<file path="src/rtl/core/u2rd_pkg.sv">
`timescale 1ns / 1ps
`default_nettype none

package u2rd_pkg;

   localparam int VALUE_W    = 64;
   localparam int RADIX_W    = 5;
   localparam int DIGIT_W    = 4;
   localparam int CHAR_W     = 8;
   localparam int MAX_DIGITS = 64;
   localparam int COUNT_W    = $clog2(MAX_DIGITS + 1);
   localparam int STORE_AW   = $clog2(MAX_DIGITS);
   localparam int BIT_CNT_W  = $clog2(VALUE_W);
   localparam int CSR_AW     = 5;
   localparam int CSR_DW     = 64;

   localparam logic [RADIX_W-1:0] MIN_RADIX = RADIX_W'(2);
   localparam logic [RADIX_W-1:0] MAX_RADIX = RADIX_W'(16);

   // register index, taken from paddr[4:3]
   localparam logic [1:0] REG_RADIX   = 2'd0;
   localparam logic [1:0] REG_ALPHA_LO = 2'd1;
   localparam logic [1:0] REG_ALPHA_HI = 2'd2;

   typedef struct packed {
      logic [VALUE_W-1:0] value;
      logic [RADIX_W-1:0] radix;
      logic               error;
   } item_type;

   typedef struct packed {
      logic full;
      logic empty;
   } queue_status_type;

   // alphabet character for one digit
   function automatic logic [CHAR_W-1:0] symbol_of(input logic [63:0] alpha_lo,
                                                    input logic [63:0] alpha_hi,
                                                    input logic [DIGIT_W-1:0] digit);
      logic [63:0] word;
      begin
         word = digit[3] ? alpha_hi : alpha_lo;
         symbol_of = word[{digit[2:0], 3'b000} +: CHAR_W];
      end
   endfunction

endpackage

`default_nettype wire

</file>
<file path="src/rtl/core/u2rd_front.sv">
`timescale 1ns / 1ps
`default_nettype none

module u2rd_front import u2rd_pkg::*; (
   input  wire logic                clock,
   input  wire logic                reset,
   input  wire logic                start,
   output logic                     busy,
   input  wire logic [VALUE_W-1:0]  req_value,
   input  wire logic                psel,
   input  wire logic                penable,
   input  wire logic                pwrite,
   input  wire logic [CSR_AW-1:0]   paddr,
   input  wire logic [CSR_DW-1:0]   pwdata,
   output logic [CSR_DW-1:0]        prdata,
   output logic                     pready,
   input  wire queue_status_type    q_status,
   output logic                     push,
   output item_type                 push_item,
   output logic [63:0]              alpha_lo,
   output logic [63:0]              alpha_hi
);

   logic [RADIX_W-1:0] radix_ff;
   logic [63:0]        alpha_lo_ff;
   logic [63:0]        alpha_hi_ff;
   logic               wr_en;
   logic [1:0]         reg_idx;

   assign pready  = 1'b1;
   assign wr_en   = psel & penable & pwrite;
   assign reg_idx = paddr[4:3];

   always_ff @(posedge clock) begin
      if (reset) begin
         radix_ff    <= '0;
         alpha_lo_ff <= '0;
         alpha_hi_ff <= '0;
      end else if (wr_en) begin
         unique case (reg_idx)
            REG_RADIX:    radix_ff    <= pwdata[RADIX_W-1:0];
            REG_ALPHA_LO: alpha_lo_ff <= pwdata;
            REG_ALPHA_HI: alpha_hi_ff <= pwdata;
            default: ;
         endcase
      end
   end

   always_comb begin
      unique case (reg_idx)
         REG_RADIX:    prdata = {{(CSR_DW-RADIX_W){1'b0}}, radix_ff};
         REG_ALPHA_LO: prdata = alpha_lo_ff;
         REG_ALPHA_HI: prdata = alpha_hi_ff;
         default:      prdata = '0;
      endcase
   end

   // classify: bad radix is flagged, large radix saturates
   always_comb begin
      push_item.value = req_value;
      push_item.error = (radix_ff < MIN_RADIX);
      push_item.radix = (radix_ff > MAX_RADIX) ? MAX_RADIX : radix_ff;
   end

   assign busy     = q_status.full;
   assign push     = start & ~q_status.full;
   assign alpha_lo = alpha_lo_ff;
   assign alpha_hi = alpha_hi_ff;

endmodule

`default_nettype wire

</file>
<file path="src/rtl/core/u2rd_queue.sv">
`timescale 1ns / 1ps
`default_nettype none

module u2rd_queue import u2rd_pkg::*; #(
   parameter int DEPTH = 2
) (
   input  wire logic         clock,
   input  wire logic         reset,
   input  wire logic         push,
   input  wire item_type     push_item,
   input  wire logic         pop,
   output item_type          pop_item,
   output queue_status_type  q_status
);

   localparam int PW = (DEPTH > 1) ? $clog2(DEPTH) : 1;
   localparam int CW = $clog2(DEPTH + 1);

   item_type          entry_ff [DEPTH];
   logic [PW-1:0]     wr_ptr_ff, wr_ptr_in;
   logic [PW-1:0]     rd_ptr_ff, rd_ptr_in;
   logic [CW-1:0]     count_ff, count_in;
   logic              do_push, do_pop;

   assign q_status.full  = (count_ff == CW'(DEPTH));
   assign q_status.empty = (count_ff == '0);
   assign do_push = push & ~q_status.full;
   assign do_pop  = pop & ~q_status.empty;
   assign pop_item = entry_ff[rd_ptr_ff];

   always_comb begin
      wr_ptr_in = wr_ptr_ff;
      rd_ptr_in = rd_ptr_ff;
      count_in  = count_ff;
      if (do_push) begin
         wr_ptr_in = (wr_ptr_ff == PW'(DEPTH - 1)) ? '0 : wr_ptr_ff + PW'(1);
      end
      if (do_pop) begin
         rd_ptr_in = (rd_ptr_ff == PW'(DEPTH - 1)) ? '0 : rd_ptr_ff + PW'(1);
      end
      if (do_push && !do_pop) begin
         count_in = count_ff + CW'(1);
      end else if (do_pop && !do_push) begin
         count_in = count_ff - CW'(1);
      end
   end

   always_ff @(posedge clock) begin
      if (reset) begin
         wr_ptr_ff <= '0;
         rd_ptr_ff <= '0;
         count_ff  <= '0;
      end else begin
         wr_ptr_ff <= wr_ptr_in;
         rd_ptr_ff <= rd_ptr_in;
         count_ff  <= count_in;
      end
   end

   always_ff @(posedge clock) begin
      if (do_push) begin
         entry_ff[wr_ptr_ff] <= push_item;
      end
   end

endmodule

`default_nettype wire

</file>
<file path="src/rtl/core/u2rd_back.sv">
`timescale 1ns / 1ps
`default_nettype none

module u2rd_back import u2rd_pkg::*; (
   input  wire logic               clock,
   input  wire logic               reset,
   input  wire queue_status_type   q_status,
   input  wire item_type           pop_item,
   output logic                    pop,
   input  wire logic [63:0]        alpha_lo,
   input  wire logic [63:0]        alpha_hi,
   output logic                    rsp_valid,
   output logic [CHAR_W-1:0]       rsp_digit_char,
   output logic                    rsp_last,
   output logic                    rsp_error
);

   typedef enum logic [1:0] {
      ST_IDLE,
      ST_DIV,
      ST_EMIT
   } state_type;

   state_type            state_ff;
   logic [VALUE_W-1:0]   quot_ff;
   logic [RADIX_W-1:0]   rem_ff;
   logic [RADIX_W-1:0]   radix_ff;
   logic [BIT_CNT_W-1:0] bit_cnt_ff;
   logic [COUNT_W-1:0]   count_ff;
   logic [STORE_AW-1:0]  pos_ff;
   logic                 err_ff;

   logic [DIGIT_W-1:0]   store_mem [MAX_DIGITS];
   logic                 store_we;
   logic [DIGIT_W-1:0]   rd_data_ff;
   logic                 rd_valid_ff;
   logic                 rd_last_ff;

   logic                 rsp_valid_ff;
   logic [CHAR_W-1:0]    rsp_char_ff;
   logic                 rsp_last_ff;
   logic                 rsp_error_ff;

   logic [RADIX_W-1:0]   rem_shift;
   logic                 q_bit;
   logic [RADIX_W-1:0]   rem_in;
   logic [VALUE_W-1:0]   quot_in;
   logic [COUNT_W-1:0]   count_in;
   logic                 digit_done;

   // one restoring division step per cycle
   always_comb begin
      rem_shift  = {rem_ff[DIGIT_W-1:0], quot_ff[VALUE_W-1]};
      q_bit      = (rem_shift >= radix_ff);
      rem_in     = q_bit ? rem_shift - radix_ff : rem_shift;
      quot_in    = {quot_ff[VALUE_W-2:0], q_bit};
      count_in   = count_ff + COUNT_W'(1);
      digit_done = (bit_cnt_ff == BIT_CNT_W'(VALUE_W - 1));
   end

   assign pop      = (state_ff == ST_IDLE) & ~q_status.empty;
   assign store_we = (state_ff == ST_DIV) & digit_done;

   always_ff @(posedge clock) begin
      if (reset) begin
         state_ff   <= ST_IDLE;
         quot_ff    <= '0;
         rem_ff     <= '0;
         radix_ff   <= MAX_RADIX;
         bit_cnt_ff <= '0;
         count_ff   <= '0;
         pos_ff     <= '0;
         err_ff     <= 1'b0;
      end else begin
         err_ff <= 1'b0;
         unique case (state_ff)
            ST_IDLE: begin
               if (pop) begin
                  if (pop_item.error) begin
                     err_ff <= 1'b1;
                  end else begin
                     quot_ff    <= pop_item.value;
                     radix_ff   <= pop_item.radix;
                     rem_ff     <= '0;
                     bit_cnt_ff <= '0;
                     count_ff   <= '0;
                     state_ff   <= ST_DIV;
                  end
               end
            end
            ST_DIV: begin
               quot_ff    <= quot_in;
               bit_cnt_ff <= bit_cnt_ff + BIT_CNT_W'(1);
               if (digit_done) begin
                  rem_ff   <= '0;
                  count_ff <= count_in;
                  if (quot_in == '0 || count_in >= COUNT_W'(MAX_DIGITS)) begin
                     pos_ff   <= count_ff[STORE_AW-1:0];
                     state_ff <= ST_EMIT;
                  end
               end else begin
                  rem_ff <= rem_in;
               end
            end
            ST_EMIT: begin
               if (pos_ff == '0) begin
                  state_ff <= ST_IDLE;
               end else begin
                  pos_ff <= pos_ff - STORE_AW'(1);
               end
            end
            default: state_ff <= ST_IDLE;
         endcase
      end
   end

   // digit store, no reset: every entry is written before it is emitted
   always_ff @(posedge clock) begin
      if (store_we) begin
         store_mem[count_ff[STORE_AW-1:0]] <= rem_in[DIGIT_W-1:0];
      end
      rd_data_ff <= store_mem[pos_ff];
      rd_last_ff <= (pos_ff == '0);
   end

   always_ff @(posedge clock) begin
      if (reset) begin
         rd_valid_ff  <= 1'b0;
         rsp_valid_ff <= 1'b0;
      end else begin
         rd_valid_ff  <= (state_ff == ST_EMIT);
         rsp_valid_ff <= rd_valid_ff | err_ff;
      end
   end

   always_ff @(posedge clock) begin
      if (rd_valid_ff) begin
         rsp_char_ff  <= symbol_of(alpha_lo, alpha_hi, rd_data_ff);
         rsp_last_ff  <= rd_last_ff;
         rsp_error_ff <= 1'b0;
      end else begin
         rsp_char_ff  <= '0;
         rsp_last_ff  <= 1'b1;
         rsp_error_ff <= 1'b1;
      end
   end

   assign rsp_valid      = rsp_valid_ff;
   assign rsp_digit_char = rsp_char_ff;
   assign rsp_last       = rsp_last_ff;
   assign rsp_error      = rsp_error_ff;

endmodule

`default_nettype wire

</file>
<file path="src/rtl/core/unsigned_to_radix_digits_unit.sv">
// flow: a value of n digits is taken from the queue when the sequencer is idle; the
//   bit-serial divider, one quotient bit per cycle, runs a full 64-bit division per
//   digit and stores the digits least significant first; the store is then read out
//   most significant first through the store read and output registers, one character
//   per cycle; the next item leaves the queue only once the last digit is read out
// a bad-radix item gives its single error result via the error flag and output registers
// reset is synchronous, active high; clears registers, queue and sequencer
`timescale 1ns / 1ps
`default_nettype none

module unsigned_to_radix_digits_unit import u2rd_pkg::*; #(
   parameter int QUEUE_DEPTH = 2
) (
   input  wire logic               clock,
   input  wire logic               reset,
   // item input, taken when start is high and busy is low
   input  wire logic               start,
   output logic                    busy,
   input  wire logic [VALUE_W-1:0] req_value,
   // character output, one strobe per character, no backpressure
   output logic                    rsp_valid,
   output logic [CHAR_W-1:0]       rsp_digit_char,
   output logic                    rsp_last,
   output logic                    rsp_error,
   // register port: radix at 0x00, alphabet low at 0x08, alphabet high at 0x10
   input  wire logic               psel,
   input  wire logic               penable,
   input  wire logic               pwrite,
   input  wire logic [CSR_AW-1:0]  paddr,
   input  wire logic [CSR_DW-1:0]  pwdata,
   output logic [CSR_DW-1:0]       prdata,
   output logic                    pready
);

   queue_status_type q_status;
   item_type         push_item;
   item_type         pop_item;
   logic             push;
   logic             pop;
   logic [63:0]      alpha_lo;
   logic [63:0]      alpha_hi;

   // front end: registers, radix check and saturation, acceptance
   u2rd_front u_front (
      .clock     (clock),
      .reset     (reset),
      .start     (start),
      .busy      (busy),
      .req_value (req_value),
      .psel      (psel),
      .penable   (penable),
      .pwrite    (pwrite),
      .paddr     (paddr),
      .pwdata    (pwdata),
      .prdata    (prdata),
      .pready    (pready),
      .q_status  (q_status),
      .push      (push),
      .push_item (push_item),
      .alpha_lo  (alpha_lo),
      .alpha_hi  (alpha_hi)
   );

   // short queue so a new item can wait while the divider works
   u2rd_queue #(
      .DEPTH (QUEUE_DEPTH)
   ) u_queue (
      .clock     (clock),
      .reset     (reset),
      .push      (push),
      .push_item (push_item),
      .pop       (pop),
      .pop_item  (pop_item),
      .q_status  (q_status)
   );

   // back end: serial divider, digit store, most-significant-first readout
   u2rd_back u_back (
      .clock          (clock),
      .reset          (reset),
      .q_status       (q_status),
      .pop_item       (pop_item),
      .pop            (pop),
      .alpha_lo       (alpha_lo),
      .alpha_hi       (alpha_hi),
      .rsp_valid      (rsp_valid),
      .rsp_digit_char (rsp_digit_char),
      .rsp_last       (rsp_last),
      .rsp_error      (rsp_error)
   );

endmodule

`default_nettype wire

</file>
<file path="config.mk">
export PLATFORM = sky130hd
export DESIGN_NAME = unsigned_to_radix_digits_unit
export DESIGN_NICKNAME = d
export VERILOG_FILES = /design/src/rtl/core/u2rd_pkg.sv /design/src/rtl/core/u2rd_front.sv /design/src/rtl/core/u2rd_queue.sv /design/src/rtl/core/u2rd_back.sv /design/src/rtl/core/unsigned_to_radix_digits_unit.sv
export SDC_FILE = /design/constraint.sdc
export NUM_CORES = 1
export LEC_CHECK = 0
export ABC_AREA = 1
export BUFFER_PORTS_ARGS = -buffer_cell sky130_fd_sc_hd__buf_2
export CAP_MARGIN = 10
export CORE_MARGIN = 2
export CORE_UTILIZATION = 60
export DETAILED_ROUTE_END_ITERATION = 10
export PLACE_DENSITY = 0.81
export SLEW_MARGIN = 40
export SYNTH_ARGS = -nofsm -noshare
export SYNTH_HDL_FRONTEND = slang
export SYNTH_SLANG_ARGS = --single-unit
</file>
<file path="constraint.sdc">
create_clock -name clock -period 5.6 [get_ports clock]
set_input_delay 0 -clock clock [delete_from_list [all_inputs] [get_ports clock]]
set_output_delay 0 -clock clock [all_outputs]
set_load 0.1 [all_outputs]
</file>
==> flow_summary_export.csv <==
group,metric,value,unit
outcome,status,"finished, final reports clean",
timing,finalWorstSetupSlack,1950,ps
clock_network,cts_setup_buffers,0,
timing,setup_tns,0,ps
routing,vias,22200,
finish,area_growth,17.7,%
timing,drv_slew,0,
clock_network,cts_root_buf,"clkbuf_16",
die,die_h,216,um
global_routing,grt_max_degree,127,
timing,slew_headroom,37.6,%
die,die-area,46800,um2
clock_network,insertion_delay,600,ps
routing,drc,0,
routing,drtIter0Drc,2525,
place,pre_cts_ws,1890,ps
timing,setup_violations,0,
clock_network,numCtsBuffers,67,
routing,routed_via_density,6.03,
place,gp_congestion,0.889,
die,placementRows,77,
global_routing,overflow,0,
routing,postRouteAntennaNets,0,
clock_network,clock_tree.buffer_depth,3,
finish,layout_commonest_cell,"nor2_1",
timing,holdWs,90.7,ps
worst_setup_path,r2r_setup_slack,1950,ps
worst_setup_path,required,6100,ps
job,cap_violations,0,
die,core,44300,um2
finish,drive_gt1_share,13.3,%
clock_network,cts_htree_levels,3,
synthesis,syn_area,27100,um2
synthesis,synth_nets,2932,
synthesis,syn-mean-instance-area,9.73,um2
timing,fin_crit,3650,ps
clock_network,cts_sinks,646,
place,port_buffers,211,
timing,hold_violations,0,
die,io_pins,216,
routing,routedWlPerCell,19.1,um
finish,final_util,71.9,%
timing,timing.fmax,274,MHz
finish,multiInputGateArea,8720,um2
pwr,peakVddDrop,0.396,mV
pwr,power.leakage,11.8,nW
global_routing,antenna_found_initial,2,
finish,final_cell_mix,"nor2_1 (418), edfxtp_1 (396), o21ai_0 (388)",
synthesis,synth_cells,2782,
die,die_w,216,um
clock_network,clk_pin_slew,60,ps
timing,grt_setup_unrepaired,"false",
global_routing,track_usage,29.6,%
worst_setup_path,cp-end-kind,"register",
synthesis,ys_types,45,
global_routing,grt_first_pass_wirelength,110,mm
synthesis,synth_seq_cells,646,
worst_setup_path,start_kind,"register",
synthesis,synth.area.top_cells,"edfxtp_1 (44%), dfxtp_1 (18%), o21ai_0 (7.2%)",
timing,finClkSkew,32.9,ps
place,dp_hpwl,39.6,mm
die,start_util,61.1,%
clock_network,cts_tree,"yes",
synthesis,yosysTopAreaCellShare,43.9,%
timing,worst_pin_slew,933,ps
pwr,p_per_area,488,nW/um2
worst_setup_path,critical_path.max_fanout,91,
hold_path,holdPathStages,6,
routing,wirelength,70.1,mm
finish,nFillCells,2946,
hold_path,hold_path.class,"input port to register",
timing,fin_crit_sh,65.1,%
finish,register_area,16900,um2
synthesis,yosys_warnings,0,
routing,first_pass_iters,6,
worst_setup_path,cp.arrival,4150,ps
synthesis,synth_largest_area_cell,"edfxtp_1",
worst_setup_path,worst-setup-path-type,"register to register",
synthesis,synth-seq-area-share,62.4,%
global_routing,grt_pass1_vias,21400,
worst_setup_path,r2r_cells,10,
finish,nets,3181,
==> where the power goes <==
| part | internal [mW] | switching [mW] | total (mW) |
|---|---|---|---|
| registers | 5.73 | 0.427 | 6.16 |
| clock network | 2.69 | 1.79 | 4.48 |
| logic | 1.44 | 3.47 | 4.91 |
==> cells by family (layout without fill, tap and decap cells) <==
logic type | after synthesis | after routing | synth area share [%]
AO/OA/AOI/OAI | 798 | 798 | 16.9
flip-flops | 646 | 646 | 62.4
adder cells (fa/ha/maj) | 11 | 11 | 0.536
AND/OR/NAND/NOR | 964 | 964 | 14.5
other | 1 | 3 | 0.0139
buffers and inverters | 359 | 660 | 5.50
XOR/XNOR | 3 | 3 | 0.125
==> synthesized netlist by cell type, drive strengths merged <==
| master | count |
|---|---|
| nand2 | 357 |
| o311ai | 1 |
| a22oi | 1 |
| nand3 | 170 |
| a41oi | 1 |
| or2 | 2 |
| edfxtp | 396 |
| dfxtp | 250 |
| nor3b | 1 |
| o22ai | 60 |
| a211oi | 64 |
| ha | 10 |
| o21ai | 418 |
| clkbuf | 118 |
| fa | 1 |
| a31oi | 5 |
| o21a | 2 |
| xor2 | 2 |
| a21oi | 190 |
| nor4 | 1 |
| o211ai | 43 |
| nor3 | 2 |
| conb | 1 |
| nand4 | 4 |
| nor2 | 427 |
| clkinv | 5 |
| o221ai | 12 |
| o31ai | 1 |
| buf | 69 |
| inv | 167 |
| xnor2 | 1 |
==> state kept, by name (all words and copies together) (netlist names), 4 cells and up, named ones only <==
name	count
u_back.radix_ff	5
u_back.rsp_digit_char	8
u_back.quot_ff	64
u_back.count_ff	7
u_front.alpha_hi	64
u_front.radix_ff	5
u_front.alpha_lo	64
u_back.bit_cnt_ff	6
u_back.store_mem	256
u_queue.entry_ff	140
u_back.rem_ff	4
u_back.rd_data_ff	4
u_back.pos_ff	6
==> timing repair <==
action,CTS,global route
endpoints found under the hold margin,273,0
hold buffers,132,0
gates resized for setup,0,0
==> critical path: stages (launching register included) <==
cell and delay [ps]:
dfxtp_2 310, buf_4 590, inv_4 490, nand2_1 200
nand2_2 80, nor2_4 280, nor2_4 120, inv_6 500
buf_4 550, nor2_1 140, a211oi_2 200
==> through the flow <==
stage          instance area [um2]  cells  power (mW)
5_1_grt                      31800   3677        16.4
3_3_place_gp                 28300   3422        10.7
6_report                     31800   3677        15.6
3_5_place_dp                 28300   3422        10.9
2_1_floorplan                27100   2782        9.75
4_1_cts                      31800   3675        15.5
==> final cells by class <==
cell class / count / share of cell area [%]
multi-input combinational: 1777 / 27.4
sequential: 646 / 53.1
clock buffer: 97 / 6.10
antenna: 2 / 0.0157
timing repair buffer: 367 / 8.11
tap: 592 / 2.33
inverter: 172 / 2.10
clock inverter: 24 / 0.872
==> routing by layer <==
metal | global-route usage [%] | up-vias | share of wire [%]
li1 | - | 10200 | -
met1 | 38.2 | 10500 | 38
met2 | 48.3 | 1196 | 48
met3 | 5.02 | 277 | 8.6
met4 | 15.2 | 0 | 5.0
met5 | 0 | - | 0
==> path summary, 6_finish.rpt <==
kind | startpoint | end
setup / recovery | register | u_back.quot_ff[50]
hold / removal | paddr[3] | u_front.radix_ff[0]
setup reg to reg | register | u_back.quot_ff[50]
hold reg to reg | u_front.alpha_lo[17] | u_front.alpha_lo[17]
Note: power is estimated with default switching activity, not from simulation.
